**src/rtl/cslc_pkg.sv**
```systemverilog
// ----------------------------------------------------------------------------
// cslc_pkg
// Shared types and constants for the character stream lexer and classifier.
// ----------------------------------------------------------------------------
package cslc_pkg;

  // Token classes.
  localparam logic [3:0] CLS_ARITH    = 4'd0;
  localparam logic [3:0] CLS_ASSIGN   = 4'd1;
  localparam logic [3:0] CLS_REL      = 4'd2;
  localparam logic [3:0] CLS_LOGIC    = 4'd3;
  localparam logic [3:0] CLS_DELIM    = 4'd4;
  localparam logic [3:0] CLS_COMMENT  = 4'd5;
  localparam logic [3:0] CLS_NOISE    = 4'd6;
  localparam logic [3:0] CLS_KEYWORD  = 4'd7;
  localparam logic [3:0] CLS_RESERVED = 4'd8;
  localparam logic [3:0] CLS_FUNC     = 4'd9;
  localparam logic [3:0] CLS_VAR      = 4'd10;
  localparam logic [3:0] CLS_INT      = 4'd11;
  localparam logic [3:0] CLS_FLOAT    = 4'd12;
  localparam logic [3:0] CLS_INVALID  = 4'd13;

  // Pending operator codes.
  localparam logic [2:0] PEND_NONE = 3'd0;
  localparam logic [2:0] PEND_EQ   = 3'd1;
  localparam logic [2:0] PEND_BANG = 3'd2;
  localparam logic [2:0] PEND_GT   = 3'd3;
  localparam logic [2:0] PEND_LT   = 3'd4;
  localparam logic [2:0] PEND_DIV  = 3'd5;

  // Operator and delimiter indexes.
  localparam logic [4:0] OP_PLUS = 5'd0;
  localparam logic [4:0] OP_MINUS = 5'd1;
  localparam logic [4:0] OP_MUL = 5'd2;
  localparam logic [4:0] OP_DIV = 5'd3;
  localparam logic [4:0] OP_MOD = 5'd4;
  localparam logic [4:0] OP_POW = 5'd5;
  localparam logic [4:0] OP_ASSIGN = 5'd6;
  localparam logic [4:0] OP_EQ = 5'd7;
  localparam logic [4:0] OP_NE = 5'd8;
  localparam logic [4:0] OP_GT = 5'd9;
  localparam logic [4:0] OP_GE = 5'd10;
  localparam logic [4:0] OP_LT = 5'd11;
  localparam logic [4:0] OP_LE = 5'd12;
  localparam logic [4:0] OP_AND = 5'd13;
  localparam logic [4:0] OP_OR = 5'd14;
  localparam logic [4:0] OP_LPAR = 5'd15;
  localparam logic [4:0] OP_RPAR = 5'd16;
  localparam logic [4:0] OP_LBRACE = 5'd17;
  localparam logic [4:0] OP_RBRACE = 5'd18;
  localparam logic [4:0] OP_LBRACK = 5'd19;
  localparam logic [4:0] OP_RBRACK = 5'd20;
  localparam logic [4:0] OP_COMMA = 5'd21;
  localparam logic [4:0] OP_COMMENT = 5'd22;

  // One emitted token before line stamping.
  typedef struct packed {
    logic [3:0] cls;
    logic [4:0] id;
    logic [7:0] len;
  } tok_t;

  // One queue entry: up to three tokens caused by one character.
  typedef struct packed {
    logic [1:0]  cnt;
    tok_t [2:0]  tok;
    logic [15:0] line;
  } grp_t;

  // Table word character at position p (zero past the end).
  function automatic logic [7:0] word_char(input logic [4:0] w, input logic [2:0] p);
    logic [47:0] s;
    unique case (w)
      5'd0:  s = {"and", 24'h0};
      5'd1:  s = {"alt", 24'h0};
      5'd2:  s = {"binar", 8'h0};
      5'd3:  s = {"bind", 16'h0};
      5'd4:  s = {"const", 8'h0};
      5'd5:  s = {"craft", 8'h0};
      5'd6:  s = {"deca", 16'h0};
      5'd7:  s = {"disp", 16'h0};
      5'd8:  s = {"dum", 24'h0};
      5'd9:  s = "duplos";
      5'd10: s = {"endo", 16'h0};
      5'd11: s = {"exec", 16'h0};
      5'd12: s = {"false", 8'h0};
      5'd13: s = {"fetch", 8'h0};
      5'd14: s = {"flux", 16'h0};
      5'd15: s = {"for", 24'h0};
      5'd16: s = {"formo", 8'h0};
      5'd17: s = {"from", 16'h0};
      5'd18: s = {"goto", 16'h0};
      5'd19: s = {"null", 16'h0};
      5'd20: s = {"numb", 16'h0};
      5'd21: s = {"opt", 24'h0};
      5'd22: s = {"pro", 24'h0};
      5'd23: s = "quando";
      5'd24: s = {"set", 24'h0};
      5'd25: s = {"signa", 8'h0};
      5'd26: s = "starto";
      5'd27: s = {"to", 32'h0};
      5'd28: s = {"true", 16'h0};
      5'd29: s = {"unset", 8'h0};
      5'd30: s = {"until", 8'h0};
      default: s = {"yield", 8'h0};
    endcase
    unique case (p)
      3'd0: word_char = s[47:40];
      3'd1: word_char = s[39:32];
      3'd2: word_char = s[31:24];
      3'd3: word_char = s[23:16];
      3'd4: word_char = s[15:8];
      3'd5: word_char = s[7:0];
      default: word_char = 8'h0;
    endcase
  endfunction

  function automatic logic [2:0] word_len(input logic [4:0] w);
    logic [2:0] n;
    n = 3'd6;
    for (int p = 5; p >= 0; p--) begin
      if (word_char(w, 3'(p)) == 8'h0) n = 3'(p);
    end
    word_len = n;
  endfunction

  function automatic logic [3:0] word_class(input logic [4:0] w);
    unique case (w)
      5'd0, 5'd15, 5'd17, 5'd27, 5'd30: word_class = CLS_NOISE;
      5'd4, 5'd12, 5'd18, 5'd19, 5'd28: word_class = CLS_RESERVED;
      default: word_class = CLS_KEYWORD;
    endcase
  endfunction

endpackage

```
**src/rtl/cslc_front.sv**
```systemverilog
// ----------------------------------------------------------------------------
// cslc_front
// Scanner: tracks the held word and pending operator, and classifies tokens.
// ----------------------------------------------------------------------------
module cslc_front #(
  parameter int MAX_TOKEN = 255,
  parameter int LINE_BITS = 16
) (
  input  logic                clk,
  input  logic                rst_n,
  input  logic                step,
  input  logic [7:0]          ch,
  input  logic                eoi,
  output cslc_pkg::grp_t      grp
);
  import cslc_pkg::*;

  localparam logic [LINE_BITS-1:0] LINE_TOP = {LINE_BITS{1'b1}};

  logic [LINE_BITS-1:0] line_r, line_nxt;
  logic [2:0]  pend_r, pend_nxt;
  logic [7:0]  wlen_r, wlen_nxt;
  logic [31:0] cand_r, cand_nxt;
  logic [5:0]  flags_r, flags_nxt;
  logic [15:0] lead_r, lead_nxt;
  logic        skip_r, skip_nxt;

  // Classification of the held word.
  tok_t wtok;
  logic [7:0] c0, c1;
  always_comb begin
    logic hit;
    c0 = lead_r[7:0];
    c1 = lead_r[15:8];
    wtok.len = wlen_r;
    wtok.cls = CLS_INVALID;
    wtok.id = '0;
    hit = 1'b0;
    if (flags_r[5]) begin
      wtok.cls = CLS_INVALID;
    end else if (c0 == "$") begin
      wtok.cls = CLS_COMMENT;
    end else begin
      for (int i = 31; i >= 0; i--) begin
        if (cand_r[i] && {5'd0, word_len(5'(i))} == wlen_r) begin
          wtok.cls = word_class(5'(i));
          wtok.id = 5'(i);
          hit = 1'b1;
        end
      end
      if (!hit) begin
        if (wlen_r == 8'd2 && c0 == "&" && c1 == "&") begin
          wtok.cls = CLS_LOGIC;
          wtok.id = OP_AND;
        end else if (wlen_r == 8'd2 && c0 == "|" && c1 == "|") begin
          wtok.cls = CLS_LOGIC;
          wtok.id = OP_OR;
        end else if (c0 == "f" && c1 == "n" && wlen_r >= 8'd4 && flags_r[3] && flags_r[4]
                     && !flags_r[0]) begin
          wtok.cls = CLS_FUNC;
        end else if (c0 == "@" && wlen_r >= 8'd2 && ((c1 >= "a" && c1 <= "z") || c1 == "_")
                     && !flags_r[0]) begin
          wtok.cls = CLS_VAR;
        end else if (c0 >= "0" && c0 <= "9" && !flags_r[1]) begin
          wtok.cls = flags_r[2] ? CLS_FLOAT : CLS_INT;
        end
      end
    end
  end

  // Single-character form of the pending operator.
  tok_t stok;
  logic svalid;
  always_comb begin
    svalid = 1'b1;
    stok.len = 8'd1;
    stok.id = '0;
    stok.cls = CLS_INVALID;
    unique case (pend_r)
      PEND_EQ:   begin stok.cls = CLS_ASSIGN; stok.id = OP_ASSIGN; end
      PEND_BANG: begin stok.cls = CLS_INVALID; end
      PEND_GT:   begin stok.cls = CLS_REL; stok.id = OP_GT; end
      PEND_LT:   begin stok.cls = CLS_REL; stok.id = OP_LT; end
      PEND_DIV:  begin stok.cls = CLS_ARITH; stok.id = OP_DIV; end
      default:   svalid = 1'b0;
    endcase
  end

  // Step logic.
  always_comb begin
    logic [2:0] p;
    logic wflush, wordv, done, cadd, ssingle, opv;
    logic [7:0] pos;
    tok_t op;
    tok_t list [3];
    logic [1:0] n;
    line_nxt = line_r;
    pend_nxt = pend_r;
    wlen_nxt = wlen_r;
    cand_nxt = cand_r;
    flags_nxt = flags_r;
    lead_nxt = lead_r;
    skip_nxt = skip_r;
    grp = '0;
    p = pend_r;
    wflush = 1'b0;
    ssingle = 1'b0;
    opv = 1'b0;
    op = '0;
    cadd = 1'b0;
    done = 1'b0;
    wordv = wlen_r != 8'd0;
    list[0] = '0; list[1] = '0; list[2] = '0;
    n = '0;
    pos = wlen_r;
    if (skip_r) begin
      if (eoi) skip_nxt = 1'b0;
      else if (ch == 8'd10) begin
        skip_nxt = 1'b0;
        if (line_r != LINE_TOP) line_nxt = line_r + 1'b1;
      end
    end else begin
      pend_nxt = PEND_NONE;
      if (eoi) begin
        if (wordv) begin list[n] = wtok; n = n + 1'b1; end
        if (svalid) begin list[n] = stok; n = n + 1'b1; end
        wflush = 1'b1;
      end else begin
        if (p == PEND_DIV) begin
          if (ch == "/") begin
            list[0] = '{cls: CLS_DELIM, id: OP_COMMENT, len: 8'd2};
            n = 2'd1;
            if (wordv) begin list[1] = wtok; n = 2'd2; end
            wflush = 1'b1;
            skip_nxt = 1'b1;
            done = 1'b1;
          end else begin
            if (wordv) begin list[n] = wtok; n = n + 1'b1; end
            list[n] = stok; n = n + 1'b1;
            wflush = 1'b1;
            wordv = 1'b0;
          end
        end else if (p != PEND_NONE) begin
          if (ch == "=") begin
            list[0].len = 8'd2;
            list[0].cls = (p == PEND_EQ) ? CLS_REL : CLS_REL;
            unique case (p)
              PEND_EQ: list[0].id = OP_EQ;
              PEND_BANG: list[0].id = OP_NE;
              PEND_GT: list[0].id = OP_GE;
              default: list[0].id = OP_LE;
            endcase
            n = 2'd1;
            done = 1'b1;
          end else begin
            list[0] = stok;
            n = 2'd1;
          end
        end
        if (!done) begin
          unique case (ch)
            "+": begin opv = 1'b1; op = '{CLS_ARITH, OP_PLUS, 8'd1}; end
            "-": begin opv = 1'b1; op = '{CLS_ARITH, OP_MINUS, 8'd1}; end
            "*": begin opv = 1'b1; op = '{CLS_ARITH, OP_MUL, 8'd1}; end
            "%": begin opv = 1'b1; op = '{CLS_ARITH, OP_MOD, 8'd1}; end
            "^": begin opv = 1'b1; op = '{CLS_ARITH, OP_POW, 8'd1}; end
            "(": begin opv = 1'b1; op = '{CLS_DELIM, OP_LPAR, 8'd1}; end
            ")": begin opv = 1'b1; op = '{CLS_DELIM, OP_RPAR, 8'd1}; end
            "{": begin opv = 1'b1; op = '{CLS_DELIM, OP_LBRACE, 8'd1}; end
            "}": begin opv = 1'b1; op = '{CLS_DELIM, OP_RBRACE, 8'd1}; end
            "[": begin opv = 1'b1; op = '{CLS_DELIM, OP_LBRACK, 8'd1}; end
            "]": begin opv = 1'b1; op = '{CLS_DELIM, OP_RBRACK, 8'd1}; end
            ",": begin opv = 1'b1; op = '{CLS_DELIM, OP_COMMA, 8'd1}; end
            "=": begin ssingle = 1'b1; pend_nxt = PEND_EQ; end
            "!": begin ssingle = 1'b1; pend_nxt = PEND_BANG; end
            ">": begin ssingle = 1'b1; pend_nxt = PEND_GT; end
            "<": begin ssingle = 1'b1; pend_nxt = PEND_LT; end
            "/": pend_nxt = PEND_DIV;
            default: begin
              if (ch == " " || (ch >= 8'd9 && ch <= 8'd13)) begin
                ssingle = 1'b1;
                if (ch == 8'd10 && line_r != LINE_TOP) line_nxt = line_r + 1'b1;
              end else cadd = 1'b1;
            end
          endcase
          if ((opv || ssingle) && wordv) begin
            list[n] = wtok; n = n + 1'b1; wflush = 1'b1;
          end
          if (opv) begin list[n] = op; n = n + 1'b1; end
        end
      end
      // Word update: clear on flush, then append the character if it joins the word.
      if (wflush) begin
        wlen_nxt = '0; cand_nxt = '1; flags_nxt = '0; lead_nxt = '0;
        pos = 8'd0;
      end
      if (cadd) begin
        if (pos >= 8'(MAX_TOKEN)) begin
          flags_nxt[5] = 1'b1;
        end else begin
          for (int i = 0; i < 32; i++) begin
            if (pos >= {5'd0, word_len(5'(i))} || word_char(5'(i), pos[2:0]) != ch)
              cand_nxt[i] = 1'b0;
          end
          if (pos == 8'd0) lead_nxt[7:0] = ch;
          if (pos == 8'd1) lead_nxt[15:8] = ch;
          if (pos >= 8'd1) begin
            if (!((ch >= "0" && ch <= "9") || (ch >= "a" && ch <= "z") ||
                  (ch >= "A" && ch <= "Z") || ch == "_"))
              flags_nxt[0] = 1'b1;
            if (ch == ".") begin
              if (flags_nxt[2]) flags_nxt[1] = 1'b1;
              flags_nxt[2] = 1'b1;
            end else if (!(ch >= "0" && ch <= "9")) flags_nxt[1] = 1'b1;
          end
          if (pos == 8'd2 && ch == "_") flags_nxt[3] = 1'b1;
          if (pos == 8'd3 && ch >= "a" && ch <= "z") flags_nxt[4] = 1'b1;
          wlen_nxt = pos + 8'd1;
        end
      end
    end
    grp.cnt = n;
    grp.tok[0] = list[0];
    grp.tok[1] = list[1];
    grp.tok[2] = list[2];
    if (line_r > LINE_BITS'(16'hFFFF)) grp.line = 16'hFFFF;
    else grp.line = 16'(line_r);
  end

  always_ff @(posedge clk) begin
    if (!rst_n) begin
      line_r <= LINE_BITS'(1);
      pend_r <= PEND_NONE;
      wlen_r <= '0;
      cand_r <= '1;
      flags_r <= '0;
      lead_r <= '0;
      skip_r <= 1'b0;
    end else if (step) begin
      line_r <= line_nxt;
      pend_r <= pend_nxt;
      wlen_r <= wlen_nxt;
      cand_r <= cand_nxt;
      flags_r <= flags_nxt;
      lead_r <= lead_nxt;
      skip_r <= skip_nxt;
    end
  end

endmodule

```
**src/rtl/cslc_queue.sv**
```systemverilog
// ----------------------------------------------------------------------------
// cslc_queue
// Four-entry queue of token groups between scanner and output sequencer.
// ----------------------------------------------------------------------------
module cslc_queue (
  input  logic           clk,
  input  logic           rst_n,
  input  logic           wr,
  input  cslc_pkg::grp_t wdata,
  input  logic           rd,
  output cslc_pkg::grp_t rdata,
  output logic           empty,
  output logic           full
);
  import cslc_pkg::*;

  grp_t mem [4];
  logic [1:0] wp_r, rp_r;
  logic [2:0] cnt_r;

  assign empty = cnt_r == 3'd0;
  assign full  = cnt_r == 3'd4;
  assign rdata = mem[rp_r];

  // Storage.
  always_ff @(posedge clk) begin
    if (wr) mem[wp_r] <= wdata;
  end

  // Pointers and fill count.
  always_ff @(posedge clk) begin
    if (!rst_n) begin
      wp_r <= '0; rp_r <= '0; cnt_r <= '0;
    end else begin
      if (wr) wp_r <= wp_r + 2'd1;
      if (rd) rp_r <= rp_r + 2'd1;
      cnt_r <= cnt_r + {2'b0, wr} - {2'b0, rd};
    end
  end

endmodule

```
**src/rtl/cslc_back.sv**
```systemverilog
// ----------------------------------------------------------------------------
// cslc_back
// Output sequencer: sends the tokens of each group one per transaction.
// ----------------------------------------------------------------------------
module cslc_back (
  input  logic           clk,
  input  logic           rst_n,
  input  logic           q_empty,
  input  cslc_pkg::grp_t q_data,
  output logic           q_rd,
  output logic           out_valid,
  input  logic           out_stall,
  output logic [3:0]     out_token_class,
  output logic [4:0]     out_lexeme_id,
  output logic [15:0]    out_line_number,
  output logic [7:0]     out_token_length,
  output logic           out_last
);
  import cslc_pkg::*;

  logic [1:0] idx_r;
  tok_t cur;
  logic fire;

  always_comb begin
    unique case (idx_r)
      2'd0: cur = q_data.tok[0];
      2'd1: cur = q_data.tok[1];
      default: cur = q_data.tok[2];
    endcase
  end

  assign out_valid = !q_empty;
  assign out_token_class = cur.cls;
  assign out_lexeme_id = cur.id;
  assign out_line_number = q_data.line;
  assign out_token_length = cur.len;
  assign out_last = (idx_r + 2'd1) == q_data.cnt;
  assign fire = out_valid && !out_stall;
  assign q_rd = fire && out_last;

  // Token index within the head group.
  always_ff @(posedge clk) begin
    if (!rst_n) idx_r <= '0;
    else if (q_rd) idx_r <= '0;
    else if (fire) idx_r <= idx_r + 2'd1;
  end

endmodule

```
**src/rtl/char_stream_lexer_classifier.sv**
```systemverilog
// ----------------------------------------------------------------------------
// char_stream_lexer_classifier
// Character lexer: scanner feeds a token group queue, sequencer emits tokens.
// Path: each token group is registered in the queue before the sequencer sends it.
// Throughput: one character per cycle unless the queue is full; a character
// causing k tokens takes k output transfers, absorbed by the four-group queue.
// Reset: synchronous active low; line count one, no word or operator held.
// ----------------------------------------------------------------------------
module char_stream_lexer_classifier #(
  parameter int MAX_TOKEN = 255,
  parameter int LINE_BITS = 16
) (
  input  logic        clk,
  input  logic        rst_n,
  input  logic        in_valid,
  output logic        in_stall,
  input  logic [7:0]  in_ch,
  input  logic        in_end_of_input,
  output logic        out_valid,
  input  logic        out_stall,
  output logic [3:0]  out_token_class,
  output logic [4:0]  out_lexeme_id,
  output logic [15:0] out_line_number,
  output logic [7:0]  out_token_length,
  output logic        out_last
);
  import cslc_pkg::*;

  grp_t g, qd;
  logic step, full, empty, qrd;

  assign in_stall = full;
  assign step = in_valid && !full;

  cslc_front #(.MAX_TOKEN(MAX_TOKEN), .LINE_BITS(LINE_BITS)) u_front (
    .clk, .rst_n, .step, .ch(in_ch), .eoi(in_end_of_input), .grp(g)
  );

  // Groups with no tokens are not queued.
  cslc_queue u_queue (
    .clk, .rst_n, .wr(step && g.cnt != 2'd0), .wdata(g), .rd(qrd), .rdata(qd),
    .empty, .full
  );

  cslc_back u_back (
    .clk, .rst_n, .q_empty(empty), .q_data(qd), .q_rd(qrd), .out_valid, .out_stall,
    .out_token_class, .out_lexeme_id, .out_line_number, .out_token_length, .out_last
  );

endmodule
```
**config.mk**
```make
export PLATFORM = sky130hd
export DESIGN_NAME = char_stream_lexer_classifier
export DESIGN_NICKNAME = d
export VERILOG_FILES = /design/src/rtl/cslc_pkg.sv /design/src/rtl/cslc_front.sv /design/src/rtl/cslc_queue.sv /design/src/rtl/cslc_back.sv /design/src/rtl/char_stream_lexer_classifier.sv
export SDC_FILE = /design/constraint.sdc
export NUM_CORES = 1
export LEC_CHECK = 0
export ABC_CLOCK_PERIOD_IN_PS = 10890
export BUFFER_PORTS_ARGS = -buffer_cell sky130_fd_sc_hd__buf_4
export CORE_MARGIN = 4
export CORE_UTILIZATION = 55
export CTS_BUF_LIST = sky130_fd_sc_hd__clkbuf_8
export CTS_CLUSTER_DIAMETER = 100
export DETAILED_ROUTE_END_ITERATION = 8
export HOLD_SLACK_MARGIN = 0.15
export PLACE_DENSITY_LB_ADDON = 0.2
export SYNTH_ARGS = -nofsm -noshare
export SYNTH_HDL_FRONTEND = slang
export SYNTH_SLANG_ARGS = --single-unit
```
**constraint.sdc**
```tcl
create_clock -name clk -period 10.89 [get_ports clk]
set_input_delay 1.089 -clock clk [delete_from_list [all_inputs] [get_ports clk]]
set_output_delay 1.089 -clock clk [all_outputs]
set_load 0.02 [all_outputs]
```
After elaboration in Yosys (flattened, before gate mapping)
Memory sizes are Yosys's and may differ from the RTL's. A register that Yosys moved wholly into a read port is not among the register bits.
Index checks and enable logic that the tools add are counted.
Word-level totals
  register bits: 91
  logic and storage cells: 1287
  memories kept: 1
  output and inout port bits: 36
  bits in writable memories: 276
  bits of input ports: 13
Memory list
  u_queue.mem: words 4, bits a word 69, read ports 1, clocked after Yosys merged registers in 1, wr ports 1, RTL line cslc_queue.sv:17  | grp_t mem [4];
Operators by class
  eq/ne operators: 116
  magnitude comparators: 57
  bitwise gates (word level): 7
  reductions and logical operators: 173
  muxes and demuxes: 911
  add/subtract/negate cells: 11
Operators by type and width (number)
  8-bit two-way mux: 212
  3-bit two-way mux: 407
  51-bit two-way mux: 9
  8-bit zero test: 45
  7-bit one-hot mux with 5 select lines: 10
  17-bit two-way mux: 20
  9-bit two-way mux: 34
  3-bit by 8-bit == test with 1-bit output: 32
  8-bit by 3-bit greater-or-equal comparator with 1-bit output: 32
  8-bit != test: 32
  7-bit one-hot mux with 4 select lines: 9
  7-bit one-hot mux with 3 select lines: 10
  16-bit two-way mux: 13
  51-bit bitwise mux: 4
  16-bit one-hot mux with 12 select lines: 1
  17-bit demux with 2-bit select: 4
  8-bit by 6-bit == test with 1-bit output (second input constant): 17
  34-bit two-way mux: 4
  1-bit two-way mux: 112
  8-bit by 7-bit == test with 1-bit output (second input constant): 12
  32-bit two-way mux: 3
  7-bit one-hot mux with 6 select lines: 2
  2-bit two-way mux: 37
  1-bit logical AND: 64
  other kinds (55): 150

Longest topological paths before layout
Gate-level depths: netlist of run 1.
  depth in word-level cells: 74
  gate-level depth with buffers: 27

Modules after synthesis
A second synthesis of run 1 with hierarchy kept.
Second synthesis, totals
  cell total of the unflattened synthesis: 1883
  area total of the unflattened synthesis: 20307.0 sq um
Modules (own cells, without submodules)
  cslc_queue: cells an instance 404, sequential area each 8468.1 sq um, area each 10410.0 sq um, instances 1
  cslc_front: cells an instance 1386, sequential area each 1641.6 sq um, area each 9288.9 sq um, instances 1
  cslc_back: cells an instance 91, sequential area each 40.0 sq um, area each 586.8 sq um, instances 1
  char_stream_lexer_classifier: cells an instance 2, sequential area each 0.0 sq um, area each 21.3 sq um, instances 1

Worst setup path before layout of run 1
No wires, ideal clock.
  kind: in2reg
  start point: in in_ch[6]
  end point: mem u_queue.mem[0][0] (netlist bit) (enable)
  required time: 10.455 ns
  slack: 4.574 ns
  stages on the path: 15
  arrival time: 5.882 ns
  cell sequence: buf_4 or3b_1 or4_1 a22o_1 and4_4 buf_6 buf_6 nor3_1 xnor2_1 ha_1 a21oi_1 nor3_1 a21oi_1 o31a_1 and2_1
RTL lines
  from (decl): RTL line char_stream_lexer_classifier.sv:17  | input logic [7:0] in_ch,
  to (decl): RTL line cslc_queue.sv:17

Worst setup path in the final report of run 1
  start point: in in_ch[0]
  end point: reg u_front.cand_r[10]
Between the ends
  cells in the longest elaborated chain, start to end: 26
RTL lines
  8-bit by 4-bit greater-or-equal comparator with 1-bit output or 8-bit by 4-bit <= comparator with 1-bit output (tied branches): RTL line cslc_front.sv:180  | if (ch == " " || (ch >= 8'd9 && ch <= 8'd13)) begin
  1-bit logical AND: RTL line cslc_front.sv:180
  1-bit logical OR: RTL line cslc_front.sv:180
  1-bit two-way mux: RTL line cslc_front.sv:180
  1-bit one-hot mux with 2 select lines: RTL line cslc_front.sv:161  | unique case (ch)
  1-bit two-way mux: RTL line cslc_front.sv:160  | if (!done) begin
  1-bit two-way mux: RTL line cslc_front.sv:124  | if (eoi) begin
  1-bit two-way mux: RTL line cslc_front.sv:116  | if (skip_r) begin
  [... 10 more ...]
  8-bit two-way mux: RTL line cslc_front.sv:198  | if (pos >= 8'(MAX_TOKEN)) begin
  8-bit two-way mux: RTL line cslc_front.sv:197  | if (cadd) begin
  8-bit two-way mux: RTL line cslc_front.sv:116
  8-bit != test: RTL line cslc_front.sv:202  | if (pos >= {5'd0, word_len(5'(i))} || word_char(5'(i), pos[2:0]) != ch)
  1-bit logical OR: RTL line cslc_front.sv:202
  1-bit two-way mux: RTL line cslc_front.sv:202
  32-bit two-way mux: RTL line cslc_front.sv:198
  32-bit two-way mux *: RTL line cslc_front.sv:197
  to (signal assigned): RTL line cslc_front.sv:243  | cand_r <= cand_nxt;
  to (decl): RTL line cslc_front.sv:23  | logic [31:0] cand_r, cand_nxt;
Every way passes the cells marked *; elsewhere a longest branch is shown, timed or not. The select of a mux whose other input is x is not followed.
A chain may end at the register's enable or synchronous reset.

==> reports/metrics.yaml, run 1 <==
insertion_delay_ps: 640
antenna_found_initial: 0
synth_top_family_by_area: "simple AND/OR/NAND/NOR gates"
synth.most_common_cell: "edfxtp_1"
hold_violations: 0
cts.sinks: 369
syn_inst: 1814
nFillCells: 3011
place.gp.congestion: 1.001
dieArea_um2: 39100
synthAdderAreaFrac_pct: 1.428
worstRegToRegCells: 15
synth-async-reset-ratio_pct: 0
postCtsSetupBuffers: 0
gr-usage-all-layers_pct: 30.25
switching_share_pct: 31.00
htreeDepth: 2
status: "finished, final reports clean"
pwr-share-comb_pct: 23.1
grt_max_degree: 70
first_iter_violations: 1605
hpwl_mm: 40.64
drc: 0
cts_root_buf: "clkbuf_8"
setup.worst_path.start_class: "primary input"
final_util_pct: 60.53
ys_top_cells_by_area: "edfxtp_1 42%, dfxtp_1 9.4%, mux4_2 7.8%, nand2_1 3.4%, nor2_1 3.1%"
path_max_fanout: 43
synth_ff_type: "edfxtp_1"
areaGrowthSynthToFinish_pct: 8.753
r2r_end: "u_front.cand_r[10]"
seqPwrFrac_pct: 45.8
fin_skew_ps: 33.63
grt_pass1_vias: 15230
fmax_ghz: 0.1440
cap_viol_max_count: 0
power.switching_uw: 1107
crit_buf_inv: 4
ios: 49
finalSetupViolations: 0
min-delay-start: "u_front.flags_r[4]"
portBuffers: 48
synth_nets: 1849
power.clock.fraction_pct: 31.1
cts_resized: 0
synth_simple_gate_area_share_pct: 16.69
synth_seq_area_share_pct: 51.27
fp.dieH_um: 197.7
fin_crit_ps: 6944
worstHoldPathCells: 2
synth_compound_area_share_pct: 15.50
synth.area.mux_share_pct: 8.728
cts_tree: "built"
syn_avg_cell_area_um2: 10.91
drt_first_pass_iters: 7
nNetsFinal: 1851
peakVddDrop_v: 0.0001264
post-route-period-util_pct: 63.77
drt.antenna.violating_nets: 0
die_w_um: 197.7
synth_edf_count: 276
synth_warnings: 0
rows: 69
num_vias: 15550
clockBufferDepth: 3
synth_top_area_share_pct: 41.86
core-area_um2: 35570
synth_common_cells: "276 x edfxtp_1, 178 x nand2_1, 161 x nor2_1"
cp_slowest_cell: "ha_1"
synth-seq-cells: 369
synth.distinct_cells: 99
hold_path.class: "reg2reg"
dpl.cell_count: 2218
power_leakage_uw: 0.007282
synth_top_cell_by_area: "edfxtp_1"
wl_per_cell_um: 25.62
grt_overflow: 0
cp-end-kind: "flop"
crit_required_ps: 11470
n_antenna_cell: 0
yosys.area_share.xor_xnor_pct: 3.053
rsz0062_at_grt: "no"
grt_pass1_wl_mm: 91.58
pwr_density_cell_nw_per_um2: 165.9
initial_core_util_pct: 55.66
regToRegStartpoint: "u_front.wlen_r[7]"
cts_buffers: 57
maxSlewViolCount: 0
crit_arrival_ps: 7530
postRouteWirelength_mm: 59.58
worstHoldEndpoint: "u_front.flags_r[4]"
crit_type: "in2reg"
crit_chain: "buf_4, clkinv_1, nor2_1, a22o_1, nand4_2, a31oi_1, nand2_1, inv_1, ha_1, ha_1, clkinv_1, o211a_1, xnor2_1, nor3_1, nor4b_1, o22a_1"
clk_pin_slew_ps: 70
whs_ps: 467.4
worstMarginPinSlew_ps: 1102
slew_headroom_pct: 26.52
ctsHoldBuffers: 0
reg2reg_slack_ps: 4200
drive_above_1_share_pct: 14.27
synth_area_um2: 19800
power.internal_uw: 2465
slowest_delay_ps: 770
cp_top_family: "buffers and inverters"
setup-tns-final_ps: 0
layout.cells.non_filler: 2325
avgViaCountPerCell: 6.688
==> per-stage QoR <==
stage | instance area (µm²) | power [µW] | setup slack, ps
6_report | 21530 | 3572 | 3946
5_1_grt | 21530 | 3729 | 3542
4_1_cts | 21530 | 3594 | 4293
3_5_place_dp | 20430 | 2485 | 3632
3_3_place_gp | 20430 | 2478 | 3850
2_1_floorplan | 19800 | 2190 | 4574
==> flip-flops by register name (all words and copies together) (netlist names), named ones only <==
name / count
u_queue.mem: 276
u_front.cand_r: 32
u_front.lead_r: 16
u_front.line_r: 16
u_front.wlen_r: 8
u_front.flags_r: 6
u_front.pend_r: 3
u_queue.cnt_r: 3
u_back.idx_r: 2
u_queue.rp_r: 2
u_queue.wp_r: 2
u_front.skip_r: 1
==> worst min-delay path: stages (launching register included) <==
cell and delay, ps:
dfxtp_1 310, nand2_1 50, a21boi_0 60
==> how the worst max path moves through the flow <==
stage	from	endpoint	slack, ps	cells after the start
2_1_floorplan	in_ch[6]	u_queue.mem[0][0]	4570	15
3_3_place_gp	in_ch[0]	u_front.cand_r[10]	3850	16
3_5_place_dp	in_ch[0]	u_front.cand_r[10]	3630	16
4_1_cts	in_ch[0]	u_front.cand_r[10]	4290	16
5_1_grt	in_ch[0]	u_front.cand_r[10]	3540	16
6_report	in_ch[0]	u_front.cand_r[10]	3950	16
==> cells by family (layout without fill, tap and decap cells) <==
group	Yosys count	in the layout
mux	86	86
fa+ha+maj	22	22
flops	369	369
simple gates	654	654
buf+inv	164	214
compound gates	450	450
xor+xnor	69	69
==> metal layers <==
layer | part of all wire (%) | GRT usage, % | vias to the layer above | routed length, µm
li1 | - | - | 6966 | -
met1 | 41 | 41.38 | 7594 | 24180
met2 | 47 | 48.77 | 824 | 28190
met3 | 7.6 | 4.424 | 165 | 4515
met4 | 4.5 | 12.98 | 0 | 2691
met5 | 0 | 0 | - | 0
==> power by group through the flow <==
stage / logic, µW / clock network (µW) / registers [µW]
after floorplan: 555 / 0 / 1640
after global placement: 817 / 0 / 1660
after detailed placement: 820 / 0 / 1670
after CTS: 823 / 1140 / 1640
after global routing: 883 / 1200 / 1640
final: 824 / 1110 / 1640
==> area by class of cell <==
cell class	count	area [µm²]	area share [%]
sequential	369	10160	47.18
multi-input combinational	1281	9001	41.81
clock buffer	62	853.3	3.963
timing repair buffer	77	578.1	2.685
tap	461	576.8	2.679
clock inverter	45	251.5	1.168
inverter	30	112.6	0.5230
==> cells in the final DEF, fill, tap and decap left out, drive strengths merged, types with 16 or more instances in the layout <==
cell,netlist,final
or3,17,17
o21ai,98,98
buf,41,77
nand3,32,32
nand2,178,178
inv,24,40
clkbuf,93,62
a22oi,29,29
clkinv,6,31
and2,56,56
a211oi,16,16
edfxtp,276,276
a31oi,23,23
and3,16,16
a21oi,99,99
nor3,55,55
dfxtp,93,93
a22o,18,18
nor4,19,19
o22ai,23,23
ha,21,21
mux4,69,69
nor2,163,163
nor2b,19,19
xnor2,57,57
(Power assumes the default switching activity.)
==> inputs of run 2 (changes only) <==
ABC_AREA = 1   (was not set)
ABC_CLOCK_PERIOD_IN_PS = 6000   (was 10890)
clock period = 6 ns   (was 10.89 ns; I/O delays follow)
==> run 2 against run 1 <==
Against the previous run: register-to-register slack worse by 3100 ps; largest cell class unchanged; die area is 0.15% lower; critical endpoint is now u_queue.cnt_r[2]; clock-buffer cell count is 8 higher; synthesized cell count is 28% higher.
==> reports/metrics.yaml, run 2 <==
synth_nets: 2356
peakVddDrop_v: 0.0003066
hold_violations: 0
synth_common_cells: "363 x nand2_1, 350 x nor2_1, 276 x edfxtp_1"
layout.cells.non_filler: 2861
seqPwrFrac_pct: 41.6
num_vias: 17270
synth.most_common_cell: "nand2_1"
cap_viol_max_count: 0
gr-usage-all-layers_pct: 29.93
grt_max_degree: 87
crit_type: "reg2reg"
worst_path_most_repeated_cell: "inv_1"
crit_arrival_ps: 5480
crit_required_ps: 6570
slew_headroom_pct: 41.79
ctsHoldBuffers: 0
synth-async-reset-ratio_pct: 0
synth_area_um2: 19770
largest_reg_flops: 276
finalSetupViolations: 0
setup.worst_path.start_class: "flop"
drt.antenna.violating_nets: 0
clockBufferDepth: 3
postCtsSetupBuffers: 0
htreeDepth: 2
avgViaCountPerCell: 6.037
reg2reg_slack_ps: 1090
core-area_um2: 35480
wl_per_cell_um: 20.72
slowest_delay_ps: 460
final_area_um2: 21830
ys_top_cells_by_area: "edfxtp_1 42%, dfxtp_1 9.4%, nand2_1 6.9%, nor2_1 6.6%, o21ai_0 5.9%"
place.gp.congestion: 1.034
rows: 69
drc: 0
grt_overflow: 0
synth.distinct_cells: 69
final_util_pct: 61.53
antenna_found_initial: 0
cp_top_family: "adder cells"
power.clock.fraction_pct: 31.3
portBuffers: 48
hold_path.class: "in2reg"
synth_top_family_by_area: "simple AND/OR/NAND/NOR gates"
cts_buffers: 57
yosys.area_share.xor_xnor_pct: 2.076
cts_resized: 0
synth_edf_count: 276
setup-tns-final_ps: 0
synth_top_cell_by_area: "edfxtp_1"
synth_ff_type: "edfxtp_1"
maxSlewViolCount: 0
post-route-period-util_pct: 81.82
final_common_cell: "nand2_1"
synth-seq-cells: 369
syn_inst: 2321
synth_seq_area_share_pct: 51.35
cts_root_buf: "clkbuf_8"
synth_top_area_share_pct: 41.93
dieArea_um2: 39040
dpl.cell_count: 2755
synth_compound_area_share_pct: 16.20
fin_skew_ps: 53.85
pwr-share-comb_pct: 27.1
fin_crit_ps: 4909
crit_buf_inv: 7
path_max_fanout: 11
cts_tree: "built"
cp_slowest_cell: "dfxtp_1"
drt_first_pass_iters: 7
worstMarginPinSlew_ps: 873.2
fp.dieH_um: 197.6
power.switching_uw: 2446
placedInstanceArea_um2: 20570
postRouteWirelength_mm: 59.28
final_cell_mix: "363 x nand2_1, 345 x nor2_1, 276 x edfxtp_1"
switching_share_pct: 33.84
syn_avg_cell_area_um2: 8.516
pwr_density_cell_nw_per_um2: 331.0
critical_path_depth: 25
synth_warnings: 0
initial_core_util_pct: 55.71
ios: 49
first_iter_violations: 2076
worstRegToRegCells: 25
cts.sinks: 369
largest_registers: "u_queue.mem (276), u_front.cand_r (32)"
grt_pass1_wl_mm: 91.69
power_leakage_uw: 0.008538
largest_register: "u_queue.mem"
areaGrowthSynthToFinish_pct: 10.46
fmax_ghz: 0.2037
rsz0062_at_grt: "no"
synth_simple_gate_area_share_pct: 22.02
worstHoldPathCells: 4
synthAdderAreaFrac_pct: 1.431
status: "finished, final reports clean"
drive_above_1_share_pct: 10.42
power.internal_uw: 4781
cp-end-kind: "flop"
clk_pin_slew_ps: 70
die_w_um: 197.6
grt_pass1_vias: 16230
nNetsFinal: 2388
synth.area.mux_share_pct: 0
insertion_delay_ps: 680
hpwl_mm: 40.75
total_power_uw: 7227
[run 2: logic make-up after synthesis]
group	count (synthesis)
AOI/OAI and AO/OA	564
xor gates and xnor gates	46
adders and majority gates	22
buffers and inverters	348
DFF	369
and+or+nand+nor	972
[run 2: final timing paths]
check | to | from
worst max-delay path | u_queue.cnt_r[2] | u_front.wlen_r[4]
worst min-delay path | u_back.idx_r[1] | out_stall
worst max register to register | u_queue.cnt_r[2] | u_front.wlen_r[4]
worst min register to register | u_front.flags_r[3] | u_front.flags_r[3]
[run 2: area by class of cell]
| type | count | area (µm²) |
|---|---|---|
| Fill cell | 3018 | 13650 |
| Sequential cell | 369 | 10150 |
| Multi-Input combinational cell | 1604 | 8280 |
| Clock buffer | 70 | 963.4 |
| Inverter | 237 | 902.1 |
| Timing Repair Buffer | 84 | 655.6 |
| Tap cell | 461 | 576.8 |
| Clock inverter | 35 | 297.8 |
| Antenna cell | 1 | 2.502 |
[run 2: power groups by stage]
stage / combinational (µW) / clock [µW] / sequential [µW]
after floorplan: 1270 / 0 / 3010
after global placement: 1930 / 0 / 3050
after detailed placement: 1940 / 0 / 3060
after CTS: 1950 / 2310 / 3000
after global routing: 2140 / 2430 / 3020
final: 1960 / 2260 / 3010
[run 2: per-stage QoR]
step,setup WS [ps],hold slack [ps]
3_3_place_gp,1035,455.1
3_5_place_dp,932.8,456.1
5_1_grt,723.6,280.4
4_1_cts,1163,243.4
6_report,1091,292.4
2_1_floorplan,-376.5,438.2
[run 2: per-layer routing]
layer,global-route usage (%),routed length (µm),share of wire [%],vias up
met4,10.05,1787,3.0,0
li1,-,-,-,8141
met5,0,0,0,-
met2,46.85,26960,45,877
met3,6.925,5511,9.3,139
met1,41.56,25020,42,8114
[run 2: worst min-delay path: stages]
cell and delay [ps]:
buf_4 90, a31oi_1 90, nand2_1 70, a21oi_1 60
